### config.mk
export PLATFORM = sky130hd
export DESIGN_NAME = c_subset_tokenizer_unit
export DESIGN_NICKNAME = d
export VERILOG_FILES = /design/src/hdl/ctok_pkg.sv /design/src/hdl/ctok_lexer.sv /design/src/hdl/c_subset_tokenizer_unit.sv
export SDC_FILE = /design/constraint.sdc
export NUM_CORES = 1
export LEC_CHECK = 0
export BUFFER_PORTS_ARGS = -buffer_cell sky130_fd_sc_hd__clkbuf_2
export CELL_PAD_IN_SITES_DETAIL_PLACEMENT = 0
export CELL_PAD_IN_SITES_GLOBAL_PLACEMENT = 1
export CORE_MARGIN = 2
export CORE_UTILIZATION = 50
export CTS_CLUSTER_DIAMETER = 150
export CTS_CLUSTER_SIZE = 40
export DETAILED_ROUTE_END_ITERATION = 10
export PLACE_DENSITY_LB_ADDON = 0.1
export REMOVE_ABC_BUFFERS = 1
export SKIP_LAST_GASP = 1
export SLEW_MARGIN = 20
export SYNTH_ARGS = -nofsm -noshare
export SYNTH_HDL_FRONTEND = slang
export SYNTH_SLANG_ARGS = --single-unit
### constraint.sdc
create_clock -name clk_i -period 9.8 [get_ports clk_i]
set_input_delay 0.98 -clock clk_i [delete_from_list [all_inputs] [get_ports clk_i]]
set_output_delay 0.98 -clock clk_i [all_outputs]
set_load 0.02 [all_outputs]
### src/hdl/ctok_pkg.sv
`default_nettype none

package ctok_pkg;

  // position counters and the position fields of a token share this width
  localparam int PosBits = 20;
  localparam logic [PosBits-1:0] PosMax = {PosBits{1'b1}};
  localparam logic [PosBits-1:0] PosOne = PosBits'(1);

  localparam int KindBits = 5;

  // result queue
  localparam int FifoDepth = 4;
  localparam int FifoPtrW  = $clog2(FifoDepth);
  localparam int FifoCntW  = $clog2(FifoDepth + 1);

  // scanner modes
  localparam logic [1:0] MODE_IDLE  = 2'd0;
  localparam logic [1:0] MODE_NUM   = 2'd1;
  localparam logic [1:0] MODE_IDENT = 2'd2;
  localparam logic [1:0] MODE_OP    = 2'd3;

  // token kinds
  localparam logic [KindBits-1:0] KIND_LIT     = 5'd0;
  localparam logic [KindBits-1:0] KIND_IDENT   = 5'd1;
  localparam logic [KindBits-1:0] KIND_INT     = 5'd2;
  localparam logic [KindBits-1:0] KIND_RETURN  = 5'd3;
  localparam logic [KindBits-1:0] KIND_IF      = 5'd4;
  localparam logic [KindBits-1:0] KIND_WHILE   = 5'd5;
  localparam logic [KindBits-1:0] KIND_EQ2     = 5'd6;
  localparam logic [KindBits-1:0] KIND_AND2    = 5'd7;
  localparam logic [KindBits-1:0] KIND_OR2     = 5'd8;
  localparam logic [KindBits-1:0] KIND_NE2     = 5'd9;
  localparam logic [KindBits-1:0] KIND_PLUS    = 5'd10;
  localparam logic [KindBits-1:0] KIND_MINUS   = 5'd11;
  localparam logic [KindBits-1:0] KIND_STAR    = 5'd12;
  localparam logic [KindBits-1:0] KIND_SLASH   = 5'd13;
  localparam logic [KindBits-1:0] KIND_ASSIGN  = 5'd14;
  localparam logic [KindBits-1:0] KIND_LT      = 5'd15;
  localparam logic [KindBits-1:0] KIND_GT      = 5'd16;
  localparam logic [KindBits-1:0] KIND_NOT     = 5'd17;
  localparam logic [KindBits-1:0] KIND_SEMI    = 5'd18;
  localparam logic [KindBits-1:0] KIND_LPAREN  = 5'd19;
  localparam logic [KindBits-1:0] KIND_RPAREN  = 5'd20;
  localparam logic [KindBits-1:0] KIND_LBRACE  = 5'd21;
  localparam logic [KindBits-1:0] KIND_RBRACE  = 5'd22;
  localparam logic [KindBits-1:0] KIND_UNKNOWN = 5'd23;
  localparam logic [KindBits-1:0] KIND_END     = 5'd24;

  typedef struct packed {
    logic [7:0] ch;
    logic       end_of_input;
  } in_item_t;

  typedef struct packed {
    logic [KindBits-1:0] token_kind;
    logic [PosBits-1:0]  start_offset;
    logic [PosBits-1:0]  token_length;
    logic [PosBits-1:0]  line_number;
    logic [PosBits-1:0]  column_number;
    logic                last;
  } out_item_t;

  // results produced by one item, first in res0
  typedef struct packed {
    logic [1:0] count;
    out_item_t  res0;
    out_item_t  res1;
  } push_t;

endpackage

`default_nettype wire

### src/hdl/ctok_lexer.sv
`default_nettype none

module ctok_lexer (
  input  wire logic              clk_i,
  input  wire logic              rst_ni,
  input  wire logic              fire_i,
  input  ctok_pkg::in_item_t     item_i,
  output ctok_pkg::push_t        push_o
);

  logic [1:0]                   mode_q, mode_d;
  logic [7:0]                   pend_q, pend_d;
  logic [ctok_pkg::PosBits-1:0] tok_start_q, tok_start_d;
  logic [ctok_pkg::PosBits-1:0] tok_line_q, tok_line_d;
  logic [ctok_pkg::PosBits-1:0] tok_col_q, tok_col_d;
  logic [ctok_pkg::PosBits-1:0] cur_off_q, cur_off_d;
  logic [ctok_pkg::PosBits-1:0] cur_line_q, cur_line_d;
  logic [ctok_pkg::PosBits-1:0] cur_col_q, cur_col_d;
  logic [3:0]                   hits_q, hits_d;
  logic [2:0]                   id_len_q, id_len_d;

  function automatic logic [ctok_pkg::PosBits-1:0] sat_inc(
    input logic [ctok_pkg::PosBits-1:0] v
  );
    return (v == ctok_pkg::PosMax) ? v : v + ctok_pkg::PosOne;
  endfunction

  function automatic logic [2:0] kw_len(input logic [1:0] k);
    logic [2:0] n;
    unique case (k)
      2'd0:    n = 3'd3;
      2'd1:    n = 3'd6;
      2'd2:    n = 3'd2;
      default: n = 3'd5;
    endcase
    return n;
  endfunction

  function automatic logic [7:0] kw_char(input logic [1:0] k, input logic [2:0] idx);
    logic [7:0] c;
    c = 8'h00;
    unique case (k)
      2'd0: begin
        unique case (idx)
          3'd0:    c = "i";
          3'd1:    c = "n";
          3'd2:    c = "t";
          default: c = 8'h00;
        endcase
      end
      2'd1: begin
        unique case (idx)
          3'd0:    c = "r";
          3'd1:    c = "e";
          3'd2:    c = "t";
          3'd3:    c = "u";
          3'd4:    c = "r";
          3'd5:    c = "n";
          default: c = 8'h00;
        endcase
      end
      2'd2: begin
        unique case (idx)
          3'd0:    c = "i";
          3'd1:    c = "f";
          default: c = 8'h00;
        endcase
      end
      default: begin
        unique case (idx)
          3'd0:    c = "w";
          3'd1:    c = "h";
          3'd2:    c = "i";
          3'd3:    c = "l";
          3'd4:    c = "e";
          default: c = 8'h00;
        endcase
      end
    endcase
    return c;
  endfunction

  function automatic logic [3:0] take_hits(
    input logic [3:0] hits, input logic [2:0] len, input logic [7:0] c
  );
    logic [3:0] h;
    h = hits;
    for (int k = 0; k < 4; k++) begin
      if (len >= kw_len(2'(k)) || kw_char(2'(k), len) != c) begin
        h[k] = 1'b0;
      end
    end
    return h;
  endfunction

  function automatic logic [ctok_pkg::KindBits-1:0] single_kind(input logic [7:0] c);
    logic [ctok_pkg::KindBits-1:0] kd;
    unique case (c)
      "+":     kd = ctok_pkg::KIND_PLUS;
      "-":     kd = ctok_pkg::KIND_MINUS;
      "*":     kd = ctok_pkg::KIND_STAR;
      "/":     kd = ctok_pkg::KIND_SLASH;
      "=":     kd = ctok_pkg::KIND_ASSIGN;
      "<":     kd = ctok_pkg::KIND_LT;
      ">":     kd = ctok_pkg::KIND_GT;
      "!":     kd = ctok_pkg::KIND_NOT;
      ";":     kd = ctok_pkg::KIND_SEMI;
      "(":     kd = ctok_pkg::KIND_LPAREN;
      ")":     kd = ctok_pkg::KIND_RPAREN;
      "{":     kd = ctok_pkg::KIND_LBRACE;
      "}":     kd = ctok_pkg::KIND_RBRACE;
      default: kd = ctok_pkg::KIND_UNKNOWN;
    endcase
    return kd;
  endfunction

  function automatic ctok_pkg::out_item_t mk_res(
    input logic [ctok_pkg::KindBits-1:0] kind,
    input logic [ctok_pkg::PosBits-1:0]  start,
    input logic [ctok_pkg::PosBits-1:0]  len,
    input logic [ctok_pkg::PosBits-1:0]  line,
    input logic [ctok_pkg::PosBits-1:0]  col
  );
    ctok_pkg::out_item_t r;
    r.token_kind    = kind;
    r.start_offset  = start;
    r.token_length  = len;
    r.line_number   = line;
    r.column_number = col;
    r.last          = 1'b0;
    return r;
  endfunction

  logic [7:0] c;
  logic       is_digit, is_alpha, is_space, is_ident, is_opstart;
  logic       flush_present, new_present, consume, pair_hit;
  logic [ctok_pkg::KindBits-1:0] ident_kind, flush_kind, pair_kind;
  ctok_pkg::out_item_t flush_res, single_res, end_res, pair_res;

  assign c          = item_i.ch;
  assign is_digit   = (c >= "0") && (c <= "9");
  assign is_alpha   = ((c >= "a") && (c <= "z")) || ((c >= "A") && (c <= "Z"));
  assign is_space   = (c == " ") || ((c >= 8'd9) && (c <= 8'd13));
  assign is_ident   = is_alpha || is_digit || (c == "_");
  assign is_opstart = (c == "=") || (c == "&") || (c == "|") || (c == "!");

  // first keyword that still matches at the exact length wins
  always_comb begin
    ident_kind = ctok_pkg::KIND_IDENT;
    for (int k = 3; k >= 0; k--) begin
      if (hits_q[k] && id_len_q == kw_len(2'(k))) begin
        ident_kind = ctok_pkg::KIND_INT + ctok_pkg::KindBits'(k);
      end
    end
  end

  always_comb begin
    pair_hit  = 1'b1;
    pair_kind = ctok_pkg::KIND_EQ2;
    priority if (pend_q == "=" && c == "=") begin
      pair_kind = ctok_pkg::KIND_EQ2;
    end else if (pend_q == "&" && c == "&") begin
      pair_kind = ctok_pkg::KIND_AND2;
    end else if (pend_q == "|" && c == "|") begin
      pair_kind = ctok_pkg::KIND_OR2;
    end else if (pend_q == "!" && c == "=") begin
      pair_kind = ctok_pkg::KIND_NE2;
    end else begin
      pair_hit = 1'b0;
    end
  end

  always_comb begin
    unique case (mode_q)
      ctok_pkg::MODE_NUM:   flush_kind = ctok_pkg::KIND_LIT;
      ctok_pkg::MODE_IDENT: flush_kind = ident_kind;
      default:              flush_kind = single_kind(pend_q);
    endcase
  end

  assign flush_present = (mode_q != ctok_pkg::MODE_IDLE);
  assign flush_res = mk_res(flush_kind, tok_start_q,
                            (mode_q == ctok_pkg::MODE_OP) ? ctok_pkg::PosOne
                                                          : cur_off_q - tok_start_q,
                            tok_line_q, tok_col_q);
  assign single_res = mk_res(single_kind(c), cur_off_q, ctok_pkg::PosOne,
                             cur_line_q, cur_col_q);
  assign end_res    = mk_res(ctok_pkg::KIND_END, cur_off_q, '0, cur_line_q, cur_col_q);
  assign pair_res   = mk_res(pair_kind, tok_start_q, ctok_pkg::PosBits'(2),
                             tok_line_q, tok_col_q);

  assign consume  = ((mode_q == ctok_pkg::MODE_NUM) && is_digit)
                 || ((mode_q == ctok_pkg::MODE_IDENT) && is_ident);
  assign new_present = !is_space && !is_digit && !is_alpha && (c != "_") && !is_opstart;

  always_comb begin
    logic [ctok_pkg::PosBits-1:0] adv_off, adv_line, adv_col;

    mode_d      = mode_q;
    pend_d      = pend_q;
    tok_start_d = tok_start_q;
    tok_line_d  = tok_line_q;
    tok_col_d   = tok_col_q;
    cur_off_d   = cur_off_q;
    cur_line_d  = cur_line_q;
    cur_col_d   = cur_col_q;
    hits_d      = hits_q;
    id_len_d    = id_len_q;
    push_o      = '0;

    // position after this byte
    adv_off  = sat_inc(cur_off_q);
    adv_line = (c == 8'h0a) ? sat_inc(cur_line_q) : cur_line_q;
    adv_col  = (c == 8'h0a) ? ctok_pkg::PosOne : sat_inc(cur_col_q);

    if (fire_i) begin
      if (item_i.end_of_input) begin
        // flush, end token, then back to the start of a fresh text
        if (flush_present) begin
          push_o.res0      = flush_res;
          push_o.res1      = end_res;
          push_o.res1.last = 1'b1;
          push_o.count     = 2'd2;
        end else begin
          push_o.res0      = end_res;
          push_o.res0.last = 1'b1;
          push_o.count     = 2'd1;
        end
        mode_d      = ctok_pkg::MODE_IDLE;
        pend_d      = 8'h00;
        tok_start_d = '0;
        tok_line_d  = ctok_pkg::PosOne;
        tok_col_d   = ctok_pkg::PosOne;
        cur_off_d   = '0;
        cur_line_d  = ctok_pkg::PosOne;
        cur_col_d   = ctok_pkg::PosOne;
        hits_d      = 4'hF;
        id_len_d    = 3'd0;
      end else begin
        cur_off_d  = adv_off;
        cur_line_d = adv_line;
        cur_col_d  = adv_col;
        if (consume) begin
          if (mode_q == ctok_pkg::MODE_IDENT) begin
            hits_d   = take_hits(hits_q, id_len_q, c);
            id_len_d = (id_len_q == 3'd7) ? id_len_q : id_len_q + 3'd1;
          end
        end else if (mode_q == ctok_pkg::MODE_OP && pair_hit) begin
          push_o.res0      = pair_res;
          push_o.res0.last = 1'b1;
          push_o.count     = 2'd1;
          mode_d           = ctok_pkg::MODE_IDLE;
        end else begin
          if (flush_present && new_present) begin
            push_o.res0      = flush_res;
            push_o.res1      = single_res;
            push_o.res1.last = 1'b1;
            push_o.count     = 2'd2;
          end else if (flush_present) begin
            push_o.res0      = flush_res;
            push_o.res0.last = 1'b1;
            push_o.count     = 2'd1;
          end else if (new_present) begin
            push_o.res0      = single_res;
            push_o.res0.last = 1'b1;
            push_o.count     = 2'd1;
          end
          mode_d = ctok_pkg::MODE_IDLE;
          if (!is_space && !new_present) begin
            tok_start_d = cur_off_q;
            tok_line_d  = cur_line_q;
            tok_col_d   = cur_col_q;
          end
          if (is_space) begin
            mode_d = ctok_pkg::MODE_IDLE;
          end else if (is_digit) begin
            mode_d = ctok_pkg::MODE_NUM;
          end else if (is_alpha || c == "_") begin
            mode_d   = ctok_pkg::MODE_IDENT;
            hits_d   = take_hits(4'hF, 3'd0, c);
            id_len_d = 3'd1;
          end else if (is_opstart) begin
            mode_d = ctok_pkg::MODE_OP;
            pend_d = c;
          end
        end
      end
    end
  end

  always_ff @(posedge clk_i or negedge rst_ni) begin
    if (!rst_ni) begin
      mode_q      <= ctok_pkg::MODE_IDLE;
      pend_q      <= 8'h00;
      tok_start_q <= '0;
      tok_line_q  <= ctok_pkg::PosOne;
      tok_col_q   <= ctok_pkg::PosOne;
      cur_off_q   <= '0;
      cur_line_q  <= ctok_pkg::PosOne;
      cur_col_q   <= ctok_pkg::PosOne;
      hits_q      <= 4'hF;
      id_len_q    <= 3'd0;
    end else begin
      mode_q      <= mode_d;
      pend_q      <= pend_d;
      tok_start_q <= tok_start_d;
      tok_line_q  <= tok_line_d;
      tok_col_q   <= tok_col_d;
      cur_off_q   <= cur_off_d;
      cur_line_q  <= cur_line_d;
      cur_col_q   <= cur_col_d;
      hits_q      <= hits_d;
      id_len_q    <= id_len_d;
    end
  end

endmodule

`default_nettype wire

### src/hdl/c_subset_tokenizer_unit.sv
`default_nettype none

// Streaming lexer for a small C subset: one source byte (or an end marker) per input
// item, tokens out as result items with kind, start offset, length, line and column.
// An input item is registered, scanned once the queue has room, and its zero, one or two
// tokens are written into a four-entry result queue that drives the output port, so
// the block takes one byte per cycle while it is not stalled, and a token can be taken
// from the output once its closing byte has been registered and scanned. The queue sets
// the rate: an item is scanned only
// while at least two entries are free, so when the output side stalls, or items that
// yield two tokens come in a long run, input is held off until the queue drains at one
// token per cycle. Numbers, identifiers and = & | ! stay pending until the next byte
// or the end item closes them; after the end token all positions start over.
module c_subset_tokenizer_unit (
  input  wire logic              clk_i,
  input  wire logic              rst_ni,
  input  wire logic              in_valid_i,
  output wire logic              in_stall_o,
  input  ctok_pkg::in_item_t     in_item_i,
  output wire logic              out_valid_o,
  input  wire logic              out_stall_i,
  output ctok_pkg::out_item_t    out_item_o
);

  // input register
  logic               s1_valid_q;
  ctok_pkg::in_item_t s1_item_q;
  logic               fire, room, in_take, pop;

  // result queue
  ctok_pkg::out_item_t           fifo_q [ctok_pkg::FifoDepth];
  logic [ctok_pkg::FifoPtrW-1:0] wr_ptr_q, rd_ptr_q, wr_ptr_nx;
  logic [ctok_pkg::FifoCntW-1:0] count_q;
  ctok_pkg::push_t               push;

  // two free entries cover the worst case of one item
  assign room       = (count_q <= ctok_pkg::FifoCntW'(ctok_pkg::FifoDepth - 2));
  assign fire       = s1_valid_q && room;
  assign in_stall_o = s1_valid_q && !room;
  assign in_take    = in_valid_i && !in_stall_o;

  always_ff @(posedge clk_i or negedge rst_ni) begin
    if (!rst_ni) begin
      s1_valid_q <= 1'b0;
    end else if (in_take) begin
      s1_valid_q <= 1'b1;
    end else if (fire) begin
      s1_valid_q <= 1'b0;
    end
  end

  always_ff @(posedge clk_i) begin
    if (in_take) begin
      s1_item_q <= in_item_i;
    end
  end

  ctok_lexer u_lexer (
    .clk_i  (clk_i),
    .rst_ni (rst_ni),
    .fire_i (fire),
    .item_i (s1_item_q),
    .push_o (push)
  );

  assign out_valid_o = (count_q != '0);
  assign out_item_o  = fifo_q[rd_ptr_q];
  assign pop         = out_valid_o && !out_stall_i;
  assign wr_ptr_nx   = wr_ptr_q + ctok_pkg::FifoPtrW'(1);

  // second token of an item lands right behind the first
  always_ff @(posedge clk_i) begin
    if (push.count != 2'd0) begin
      fifo_q[wr_ptr_q] <= push.res0;
    end
    if (push.count == 2'd2) begin
      fifo_q[wr_ptr_nx] <= push.res1;
    end
  end

  always_ff @(posedge clk_i or negedge rst_ni) begin
    if (!rst_ni) begin
      wr_ptr_q <= '0;
      rd_ptr_q <= '0;
      count_q  <= '0;
    end else begin
      wr_ptr_q <= wr_ptr_q + ctok_pkg::FifoPtrW'(push.count);
      if (pop) begin
        rd_ptr_q <= rd_ptr_q + ctok_pkg::FifoPtrW'(1);
      end
      count_q <= count_q + ctok_pkg::FifoCntW'(push.count)
               - ctok_pkg::FifoCntW'(pop);
    end
  end

  // queue never overfills
  assert property (@(posedge clk_i) disable iff (!rst_ni)
    count_q <= ctok_pkg::FifoCntW'(ctok_pkg::FifoDepth))
    else $error("result queue overflow");

  // the lexer only writes tokens for a scanned item
  assert property (@(posedge clk_i) disable iff (!rst_ni)
    !fire |-> push.count == 2'd0)
    else $error("tokens pushed without an item");

  // an end item always produces at least the end token, marked last
  assert property (@(posedge clk_i) disable iff (!rst_ni)
    fire && s1_item_q.end_of_input |->
      (push.count == 2'd1 && push.res0.last && push.res0.token_kind == ctok_pkg::KIND_END)
      || (push.count == 2'd2 && push.res1.last
          && push.res1.token_kind == ctok_pkg::KIND_END))
    else $error("end item without end token");

  // a popped slot is counted as gone in the next cycle
  assert property (@(posedge clk_i) disable iff (!rst_ni)
    pop && !fire |=> count_q == $past(count_q) - ctok_pkg::FifoCntW'(1))
    else $error("queue count lost a pop");

  // token kinds on the output stay in range
  assert property (@(posedge clk_i) disable iff (!rst_ni)
    out_valid_o |-> out_item_o.token_kind <= ctok_pkg::KIND_END)
    else $error("token kind out of range");

endmodule

`default_nettype wire

Word-level counts from Yosys, hierarchy flattened

Memory sizes are Yosys's and may differ from the RTL's.
Index checks and enable logic that the tools add are counted.

Add/subtract/negate cells: 10
Magnitude comparators: 17
Multiplexer cells: 175
Reduce and logical (&&, ||, !) cells: 71
Equal/unequal tests: 72

Operators with widths:

| kind                                                               | number |
|---|---|
| 2-to-1 mux 174 bit                                                 | 3 |
| 2-to-1 mux 20 bit                                                  | 21 |
| 2-to-1 mux 8 bit                                                   | 44 |
| 2-to-1 mux 88 bit                                                  | 4 |
| 2-to-1 mux 86 bit                                                  | 3 |
| equality test 8 x 6 -> 1 bit (second input constant)               | 25 |
| 2-to-1 mux 3 bit                                                   | 53 |
| case mux 5 bit (13 select lines)                                   | 2 |
| 2-to-1 mux 87 bit                                                  | 1 |
| case mux 7 bit (5 select lines)                                    | 2 |
| adder 20 x 1 -> 20 bit (second input constant)                     | 3 |
| equality test 20 bit (second input constant)                       | 3 |
| equality test 8 x 7 -> 1 bit (second input constant)               | 7 |
| inequality test 8 bit                                              | 7 |
| AND reduction 7 bit                                                | 6 |
| 2-to-1 mux 4 bit                                                   | 8 |
| 2-to-1 mux 5 bit                                                   | 6 |
| logical AND 1 bit                                                  | 25 |
| inequality test 3 bit (second input constant)                      | 8 |
| case mux 7 bit (3 select lines)                                    | 1 |
| subtractor 20 bit                                                  | 1 |
| 2-to-1 mux 1 bit                                                   | 18 |
| logical OR 1 bit                                                   | 17 |
| greater-or-equal comparator 8 x 7 -> 1 bit (second input constant) | 2 |
| other kinds (33)                                                   | 75 |

Memory bits (writable): 344
Output and inout bits: 88
Register bits after elaboration: 154
Memories kept: 1
Input bits: 13

Memories:

| name   | words | width | read ports | clocked after memory_dff | write ports | RTL line                      | RTL |
|---|---|---|---|---|---|---|---|
| fifo_q | 4     | 86    | 1          | 0                        | 2           | c_subset_tokenizer_unit.sv:31 | `ctok_pkg::out_item_t fifo_q [ctok_pkg::FifoDepth];` |

Logic depth before layout (Yosys ltp)

Gate-level depths: netlist (run 1).

Depth in word-level cells: 20
Depth in mapped cells: 17

Modules after synthesis

A second synthesis (run 1) with hierarchy kept.

Cell total of the unflattened synthesis: 2089
Area, all modules: 27820.4 µm²

By module, submodules not included:

| module                  | times used | area each (µm²) | seq. area each (µm²) | cells each |
|---|---|---|---|---|
| c_subset_tokenizer_unit | 1          | 17570.6         | 10800.4              | 890 |
| ctok_lexer              | 1          | 10249.8         | 3438.3               | 1199 |

Worst setup path before layout (run 1)

Ideal clock, no wire load.

Path kind: register to register
From: reg s1_item_q[5] (netlist bit)
To: mem fifo_q[0][0] (netlist bit) (enable)
Cell stages (with the launch flop): 16
Required time: 9379 ps
Setup time: 421 ps
Path slack: 4748 ps
Path buffers: 4
Clock period less this slack: 5052 ps
Data arrival time: 4630 ps
Cells stage by stage: edfxtp_1 or2_1 clkbuf_1 o41ai_2 nor2_1 nor4b_2 ha_1 o211a_1 a22o_1 buf_4 inv_6 or3_1 and2_1 buf_2 buf_6 inv_1

RTL lines:

| element                | RTL line                      | RTL |
|---|---|---|
| start, declared        | c_subset_tokenizer_unit.sv:27 | `ctok_pkg::in_item_t s1_item_q;` |
| start signal, assigned | c_subset_tokenizer_unit.sv:54 | `s1_item_q <= in_item_i;` |
| end, declared          | c_subset_tokenizer_unit.sv:31 |  |

==> impl_results.md, run 1 <==
* Share of layout cells above drive strength 1 at 0.146
* Post-synthesis cell type count at 96
* Total Wirelength at 71.5 mm
* Pwr per Cell Area at 283 mW/mm2
* Headroom to the max-slew limit at 0.312
* Cell area after technology mapping at 0.0256 mm2
* Die Y at 230 um
* Least-Margin Pin Slew at 1.03 ns
* Clk_skew at 0.0201 ns
* Endpoints failing hold at 0
* Detailed-route DRC error count at 0
* All-Layer GR Usage at 0.267
* Vias at 18631
* Layout Utilization at 0.532
* Unrepaired setup endpoints after global routing: no
* Number of warning messages in the yosys log at 0
* Source-to-sink clock delay at the later pin of the worst-skew pair at 0.58 ns
* Vias per std cell at 6.77
* Routed WL per cell at 26.0 um
* Syn Inst Count at 2145
* Start of the worst register-to-register path: s1_item_q[2]$_DFFE_PP_
* First-pass DRT Iterations at 6
* Number of antenna violations at the first check in global routing at 1
* Share of synthesized registers carrying an async set or reset at 0.291
* Count of state elements after synthesis at 498
* Hold_buf cts at 0
* Setup Buffers After CTS at 0
* Post-synthesis sequential area ratio at 0.526
* Area growth, synth to finish at 4.44%
* Total Nets Final at 2124
* Count of instances resized after the clock tree is built at 0
* First-pass GRT wire length at 111 mm
* Ys flop type: edfxtp_1
* Clk pin slew, worst setup/hold paths at 0.14 ns
* Number of enable flip-flop cells after synthesis at 277
* Sink Count at 498
* Standby leakage power at 9.42 nW
* Max-slew violations at 0
* Endpoint required time on the critical path at 10.04 ns
* MaxCap Viol Count at 0
* Hold/Removal Path Class: in2async
* Number of nets still failing antenna checks after routing at 0
* Clock tree from TritonCTS: done
* Setup slack after layout at 3.16 ns
* Die width at 230 um
* PortBufs at 100
* Number of cell instances on the worst register-to-register path at 13
* Final count of negative-setup-slack endpoints at 0
* Finished layout cell area at 0.0268 mm2
* Maximum operating frequency at 151 MHz
* Die Area at 0.0531 mm2
* VDD IR max at 221 uV
* Number of antenna cells inserted at 0
* Worst Setup Slack post-DPL at 3.24 ns
* Reg2Reg Setup Slack at 3.16 ns
* Floorplan Core Area at 0.0504 mm2
* Critical path data arrival time at 6.87 ns
* Worst-path maximum fanout at 45
* Clk buf depth at 3
* RePlAce Congestion at 0.878
* CTS root buffer: clkbuf_16
* Global route overflow at 0
* Kind of start point of the critical path: flip-flop
* Placement Rows at 82
* Worst r2r dst: fifo_q[0][35]$_DFFE_PP_
* Via count of the first global-routing pass at 18027
* Effective utilization at floorplan at 0.509
* Run status: complete, no violations
* Half-perimeter wire length of the detailed placement result at 41.1 mm
* Average instance area after synthesis at 12.0 um2
* Maximum number of pins on one net before global-route repair at 118
* TritonCTS Buffers at 16
* Post-layout min period at 6.64 ns
* Worst hold slack at 0.269 ns
* Crit Path Class: reg2reg
* Max H-tree Level at 1
* 1st-iter DRT viols at 2150
* Number of primary I/O pins at 101
* Post-DP Area at 0.0263 mm2
* Period utilization at 0.677
* Critical Path Sink Type: flip-flop
-- state kept, by name, summed over array words and instances (netlist names) --
| signal | flops |
|---|---|
| fifo_q | 344 |
| u_lexer.cur_col_q | 20 |
| u_lexer.cur_line_q | 20 |
| u_lexer.cur_off_q | 20 |
| u_lexer.tok_col_q | 20 |
| u_lexer.tok_line_q | 20 |
| u_lexer.tok_start_q | 20 |
| s1_item_q | 9 |
| u_lexer.pend_q | 8 |
| u_lexer.hits_q | 4 |
| count_q | 3 |
| u_lexer.id_len_q | 3 |
| rd_ptr_q | 2 |
| u_lexer.mode_q | 2 |
| wr_ptr_q | 2 |
| s1_valid_q | 1 |
-- where the power goes --
group	internal (mW)	total, mW	switching, mW
Combinational	1.10	3.51	2.41
Clock	0.338	0.978	0.640
Sequential	2.72	3.11	0.386
-- worst max-delay path by stage --
stage	from	to	slack (ns)
after floorplan	s1_item_q[3]$_DFFE_PP_	fifo_q[1][10]$_DFFE_PP_	-1.83
after global placement	s1_item_q[2]$_DFFE_PP_	fifo_q[1][7]$_DFFE_PP_	3.37
after detailed placement	s1_item_q[2]$_DFFE_PP_	fifo_q[0][78]$_DFFE_PP_	3.24
after CTS	s1_item_q[2]$_DFFE_PP_	fifo_q[1][3]$_DFFE_PP_	3.20
after global routing	s1_item_q[2]$_DFFE_PP_	fifo_q[0][74]$_DFFE_PP_	2.66
final	s1_item_q[2]$_DFFE_PP_	fifo_q[0][35]$_DFFE_PP_	3.16
-- cells by family (layout without fill, tap and decap cells) --
family	Yosys count	count (layout)	synth area share
compound gates	601	601	0.195
simple gates	554	554	0.108
flops	498	498	0.526
buf+inv	293	230	0.0504
mux	94	94	0.0788
xor+xnor	66	66	0.0225
fa+ha+maj	39	39	0.0196
-- Yosys cell counts, types with 18 or more instances --
| master | instances | area share |
|---|---|---|
| nand4_1 | 64 | 0.016 |
| clkbuf_1 | 135 | 0.020 |
| or3_1 | 19 | 0.0046 |
| edfxtp_1 | 277 | 0.32 |
| and3_1 | 21 | 0.0051 |
| buf_4 | 18 | 0.0053 |
| nand2_1 | 189 | 0.028 |
| dfxtp_1 | 76 | 0.059 |
| o2bb2ai_1 | 57 | 0.019 |
| o31ai_1 | 20 | 0.0059 |
| mux4_2 | 86 | 0.076 |
| xor2_1 | 29 | 0.0099 |
| a21oi_1 | 61 | 0.012 |
| nor3_1 | 23 | 0.0045 |
| inv_1 | 64 | 0.0094 |
| o22ai_1 | 21 | 0.0051 |
| xnor2_1 | 37 | 0.013 |
| dfrtp_1 | 137 | 0.13 |
| ha_1 | 37 | 0.018 |
| nor2_1 | 106 | 0.016 |
| nor2b_1 | 26 | 0.0063 |
| o21ai_0 | 72 | 0.014 |
| a32o_1 | 247 | 0.096 |
| nand3_1 | 40 | 0.0078 |
| buf_1 | 32 | 0.0047 |
| buf_2 | 30 | 0.0059 |
-- routing by layer --
metal | vias to the layer above | routed length, um | share of wire | GRT usage
li1 | 8262 | - | - | -
met1 | 9457 | 31500 | 0.44 | 0.392
met2 | 836 | 33600 | 0.47 | 0.428
met3 | 74 | 5220 | 0.073 | 0.0363
met4 | 2 | 1220 | 0.017 | 0.0528
met5 | - | 13 | 0.00018 | 0
-- critical path: stages, from the launching register on --
cell,delay (ns)
edfxtp_1,0.89
clkinv_1,0.46
o2111a_1,0.23
o21ai_0,0.22
nor4b_2,0.55
ha_1,0.33
o21ai_0,0.07
a311o_1,0.82
clkinv_4,0.22
o21ai_2,0.18
buf_4,0.28
and2_1,0.74
clkinv_2,0.66
buf_4,0.56
-- cells in the final DEF, fill, tap and decap left out, types with 40 or more instances in the layout --
cell and instances:
a21oi_1 60, a32o_1 247, clkbuf_2 99, dfrtp_1 135, dfxtp_1 76, edfxtp_1 277
inv_1 59, mux4_2 86, nand2_1 189, nand3_1 40, nand4_1 64, nor2_1 105
o21ai_0 71, o2bb2ai_1 57
-- cell type report --
class	instances	area, um2
multi-input combinational	1354	10900
sequential	498	13500
clock buffer	26	459
clock inverter	2	26.3
fill	4305	23600
tap	672	841
timing repair buffer	135	773
inverter	67	267
-- metrics by stage --
step	TNS, ns	cells	total power [mW]
3_5_place_dp	0	2726	6.64
2_1_floorplan	-433.54	1919	5.30
4_1_cts	0	2754	7.61
6_report	0	2754	7.59
5_1_grt	0	2754	7.96
3_3_place_gp	0	2726	6.60
No activity file was read; power rests on OpenSTA's default activity.
==> run 2, diff against run 1 <==
CORE_UTILIZATION = 46   (was 50)
clock period = 5.9 ns   (was 9.8 ns; I/O delays follow)
==> impl_results.md, run 2 (synthesized netlist as in run 1, its figures left out) <==
* Register share of total power at 0.399
* Endpoint required time on the critical path at 6.18 ns
* Sink Count at 498
* Source-to-sink clock delay at the later pin of the worst-skew pair at 0.58 ns
* Max reg flops at 344
* Via count of the first global-routing pass at 18318
* Launch point of the critical path: s1_item_q[5]$_DFFE_PP_
* Vias at 18701
* Number of nets still failing antenna checks after routing at 0
* RePlAce Congestion at 0.835
* Sum of negative setup slack at 0 ns
* Series of cell instances along the critical path: or2_1, o41ai_2, nor2_1, nor4b_2, ha_1, o211a_1, a22o_1, inv_6, or3_1, buf_4, and2_1, buf_4, clkinv_2, buf_4
* Floorplan Core Area at 0.0551 mm2
* Clk buf depth at 3
* Clk pin slew, worst setup/hold paths at 0.14 ns
* Total Nets Final at 2148
* Number of placed instances, taps included at 2825
* Most frequent standard cell in the layout excluding fill and tap cells: edfxtp_1
* Clk_skew at 0.0301 ns
* Unrepaired setup endpoints after global routing: no
* Start of the worst register-to-register path: s1_item_q[5]$_DFFE_PP_
* Final count of negative-setup-slack endpoints at 0
* MaxCap Viol Count at 0
* Max H-tree Level at 1
* Logic pwr share at 0.473
* Critical Path Sink Type: flip-flop
* Crit Path Class: reg2reg
* Post-layout min period at 4.99 ns
* First-pass DRT Iterations at 6
* Worst r2r dst: fifo_q[0][9]$_DFFE_PP_
* Max-slew violations at 0
* Kind of start point of the critical path: flip-flop
* Worst-path maximum fanout at 19
* Period utilization at 0.846
* CP max stage cell: edfxtp_1
* 1st-iter DRT viols at 2073
* First-pass GRT wire length at 114 mm
* Half-perimeter wire length of the detailed placement result at 43.4 mm
* Most frequent cells in the layout: 277 x edfxtp_1, 247 x a32o_1, 189 x nand2_1, 135 x dfrtp_1, 105 x nor2_1
* Fraction of power spent switching nets at 0.454
* Hold/Removal Path Class: in2reg
* P_int at 7.01 mW
* Setup Buffers After CTS at 0
* Slowest cell delay on critical path at 0.66 ns
* Area growth, synth to finish at 5.99%
* Post-Route M1 WL at 32.8 mm
* Routed WL per cell at 26.2 um
* Placement Rows at 86
* Reg2Reg Setup Slack at 0.91 ns
* Number of cell instances on the worst register-to-register path at 14
* Endpoints failing hold at 0
* Clock tree from TritonCTS: done
* Layout Utilization at 0.493
* Most flops, register: fifo_q
* Routed length on met3 at 5.07 mm
* VDD IR max at 363 uV
* Die Y at 240 um
* Critical path data arrival time at 5.26 ns
* Share of layout cells above drive strength 1 at 0.155
* Number of antenna cells inserted at 0
* Number of filler instances in the final layout at 4996
* Die Area at 0.0577 mm2
* Vias per std cell at 6.55
* CTS root buffer: clkbuf_16
* Maximum number of pins on one net before global-route repair at 177
* Count of instances resized after the clock tree is built at 0
* Detailed-route DRC error count at 0
* All-Layer GR Usage at 0.258
* TritonCTS Buffers at 16
* Uppermost metal layer occupied by signal nets: met4
* Total Wirelength at 74.9 mm
* Maximum operating frequency at 200 MHz
* Part of the total power dissipated in the clock network at 0.128
* Run status: complete, no violations
* Final std cells w/o fill at 2854
* Die width at 240 um
* PortBufs at 100
* Cell occurring most often along the worst timing path: buf_4
* Pwr per Cell Area at 472 mW/mm2
* Worst hold slack at 0.180 ns
* Least-Margin Pin Slew at 1.05 ns
* Effective utilization at floorplan at 0.465
* Worst setup path endpoint: fifo_q[0][9]$_DFFE_PP_
* Sum of met2 wire segment lengths after detailed routing at 35.9 mm
* Global route overflow at 0
* Switching power of the nets at 5.83 mW
* Number of primary I/O pins at 101
* Standby leakage power at 9.57 nW
* Number of antenna violations at the first check in global routing at 0
* Headroom to the max-slew limit at 0.300
## run 2: worst min-delay path by stage
stage | from | endpoint | slack [ns] | cells after the start
3_3_place_gp | fifo_q[1][47]$_SDFFE_PP0N_ | fifo_q[1][47]$_SDFFE_PP0N_ | 0.44 | 1
6_report | in_item_i[0] | s1_item_q[0]$_DFFE_PP_ | 0.18 | 1
3_5_place_dp | fifo_q[0][47]$_SDFFE_PP0P_ | fifo_q[0][47]$_SDFFE_PP0P_ | 0.44 | 1
5_1_grt | in_item_i[0] | s1_item_q[0]$_DFFE_PP_ | 0.15 | 1
2_1_floorplan | rst_ni | count_q[0]$_DFF_PN0_ | 0.29 | 0
4_1_cts | in_item_i[0] | s1_item_q[0]$_DFFE_PP_ | 0.15 | 1
## run 2: critical path, delay by kind of cell (launching register included)
family                     cells  cell delay, ns
and+or+nand+nor                5            1.65
buffers and inverters          5            1.23
AOI/OAI and AO/OA              3            0.78
DFF                            1            0.66
adders and majority gates      1            0.33
## run 2: repair_timing
action,CTS,global route
setup endpoints to repair,0,0
endpoints found under the hold margin,38,0
hold buffers,1,0
## run 2: routing by layer
metal | up-vias | global-route usage
met2 | 708 | 0.426
met3 | 70 | 0.0320
met1 | 9611 | 0.367
li1 | 8312 | -
met4 | 0 | 0.0508
met5 | - | 0
## run 2: power by group through the flow
stage / clock, mW / combinational (mW) / sequential [mW]
2_1_floorplan: 0 / 3.58 / 5.14
3_3_place_gp: 0 / 6.03 / 5.18
3_5_place_dp: 0 / 6.05 / 5.21
4_1_cts: 1.68 / 6.07 / 5.13
5_1_grt: 1.77 / 6.48 / 5.23
6_report: 1.64 / 6.07 / 5.13
## run 2: stage by stage
stage | power (mW) | setup WS, ns | cell area, um2
6_report | 12.8 | 0.911 | 27200
5_1_grt | 13.5 | 0.590 | 27200
4_1_cts | 12.9 | 0.946 | 27200
3_5_place_dp | 11.3 | 0.992 | 26700
3_3_place_gp | 11.2 | 1.05 | 26700
2_1_floorplan | 8.72 | -5.73 | 24600
## run 2: final cells by class
type / instances / area, um2 / share of cell area
inverters: 67 / 267 / 0.00981
clock buffers: 26 / 459 / 0.0169
repair buffers: 159 / 1080 / 0.0396
flip-flops and latches: 498 / 13500 / 0.496
clock inverters: 2 / 25.0 / 0.000921
well taps: 748 / 936 / 0.0344
multi-input cells: 1354 / 10900 / 0.402
==> run 3, diff against run 2 <==
CORE_UTILIZATION = 50   (was 46)
clock period = 4.68 ns   (was 5.9 ns; I/O delays follow)
==> impl_results.md, run 3 (synthesized netlist as in run 1, its figures left out) <==
* Cell occurring most often along the worst timing path: buf_4
* Effective utilization at floorplan at 0.509
* Standby leakage power at 9.66 nW
* Vias at 18727
* Hold worst-path end: s1_item_q[4]$_DFFE_PP_
* Clk buf depth at 3
* Area growth, synth to finish at 6.47%
* Floorplan Core Area at 0.0504 mm2
* Final count of negative-setup-slack endpoints at 0
* TritonCTS Buffers at 16
* Post-Route M1 WL at 30.9 mm
* Routed length on met3 at 5.03 mm
* Endpoint required time on the critical path at 4.91 ns
* Unrepaired setup endpoints after global routing: no
* Hold Startpoint: in_item_i[4]
* Reg2Reg Setup Slack at 0.34 ns
* Post-DP Area at 0.0268 mm2
* Share of layout cells above drive strength 1 at 0.158
* Critical Path Sink Type: flip-flop
* RePlAce Congestion at 0.855
* First-pass DRT Iterations at 6
* Worst-path maximum fanout at 26
* Clk pin slew, worst setup/hold paths at 0.15 ns
* Start of the worst register-to-register path: s1_item_q[5]$_DFFE_PP_
* Total Wirelength at 71.3 mm
* Sum of met2 wire segment lengths after detailed routing at 34.2 mm
* Endpoints failing hold at 0
* Uppermost metal layer occupied by signal nets: met4
* Total Nets Final at 2158
* Detailed-route DRC error count at 0
* Number of antenna violations at the first check in global routing at 0
* Routed WL per cell at 25.6 um
* Slowest cell delay on critical path at 0.44 ns
* CP delay by family, top: simple AND/OR/NAND/NOR gates
* Pwr per Cell Area at 593 mW/mm2
* Critical path data arrival time at 4.57 ns
* Half-perimeter wire length of the detailed placement result at 41.9 mm
* Post-layout min period at 4.34 ns
* MaxCap Viol Count at 0
* Number of cell instances on the worst register-to-register path at 13
* Clock tree from TritonCTS: done
* Maximum number of pins on one net before global-route repair at 114
* Final std cells w/o fill at 2788
* Series of cell instances along the critical path: buf_4, or2_1, o41ai_2, nor2_1, nor4b_2, ha_1, o211a_1, a22o_1, buf_4, nand3_2, and2_1, clkinv_2, buf_4
* Number of cells on the worst hold path at 1
* Number of primary I/O pins at 101
* Number of antenna cells inserted at 0
* Setup slack after layout at 0.345 ns
* Most flops, register: fifo_q
* PortBufs at 100
* Max-slew violations at 0
* VDD IR max at 511 uV
* Global route overflow at 0
* Worst hold slack at 0.0602 ns
* Kind of start point of the critical path: flip-flop
* Max H-tree Level at 1
* Clk_skew at 0.0386 ns
* Most frequent standard cell in the layout excluding fill and tap cells: edfxtp_1
* Crit Path Class: reg2reg
* Headroom to the max-slew limit at 0.269
* All-Layer GR Usage at 0.268
* Count of buffer and inverter cells on the critical path at 4
* Placement Rows at 82
* Run status: complete, no violations
* Most frequent cells in the layout: 277 x edfxtp_1, 247 x a32o_1, 189 x nand2_1, 135 x dfrtp_1, 105 x nor2_1
* Number of placed instances, taps included at 2757
* Worst Setup Slack post-DPL at 0.407 ns
* Via count of the first global-routing pass at 18563
* Finished layout cell area at 0.0273 mm2
* CTS root buffer: clkbuf_16
* Number of nets still failing antenna checks after routing at 0
* Worst r2r dst: fifo_q[2][36]$_DFFE_PP_
* CP max stage cell: edfxtp_1
* Sink Count at 498
* First-pass GRT wire length at 111 mm
* Sum of negative setup slack at 0 ns
* Hold/Removal Path Class: in2reg
* Die Area at 0.0531 mm2
* Post-route total power at 16.2 mW
* Maximum operating frequency at 231 MHz
* Die Y at 230 um
* Die width at 230 um
* Source-to-sink clock delay at the later pin of the worst-skew pair at 0.58 ns
* Max reg flops at 344
* Period utilization at 0.926
* Least-Margin Pin Slew at 1.08 ns
* 1st-iter DRT viols at 1983
* Layout Utilization at 0.542
* Vias per std cell at 6.72
run 3: final cells by class:
| cell class | instances | area, um2 |
|---|---|---|
| clock buffer | 27 | 463 |
| clock inverter | 1 | 30.0 |
| fill | 4270 | 23100 |
| inverter | 67 | 267 |
| multi-input combinational | 1354 | 10900 |
| sequential | 498 | 13500 |
| tap | 672 | 841 |
| timing repair buffer | 169 | 1280 |
run 3: what timing repair did:
item	in CTS	in global routing
buffers inserted	0	2
hold endpoints to repair	40	0
hold buffers	1	0
endpoints found under the setup margin	0	25
gates resized for setup	0	0
run 3: worst max path at each step:
stage	to	cells past startpoint	from
CTS	fifo_q[2][15]$_DFFE_PP_	14	s1_item_q[5]$_DFFE_PP_
global placement	fifo_q[2][20]$_DFFE_PP_	12	s1_item_q[7]$_DFFE_PP_
detailed placement	fifo_q[2][15]$_DFFE_PP_	14	s1_item_q[5]$_DFFE_PP_
floorplan	fifo_q[1][10]$_DFFE_PP_	8	s1_item_q[3]$_DFFE_PP_
finish	fifo_q[2][36]$_DFFE_PP_	13	s1_item_q[5]$_DFFE_PP_
global route	fifo_q[2][36]$_DFFE_PP_	13	s1_item_q[5]$_DFFE_PP_
run 3: power breakdown:
part,internal (mW),leakage [nW],switching [mW]
logic,2.57,4.27,5.19
registers,5.68,5.16,0.708
clock network,0.708,0.233,1.33
run 3: metal layers:
metal	global-route usage	up-vias
li1	-	8334
met1	0.384	9567
met2	0.442	751
met3	0.0316	75
met4	0.0530	0
met5	0	-
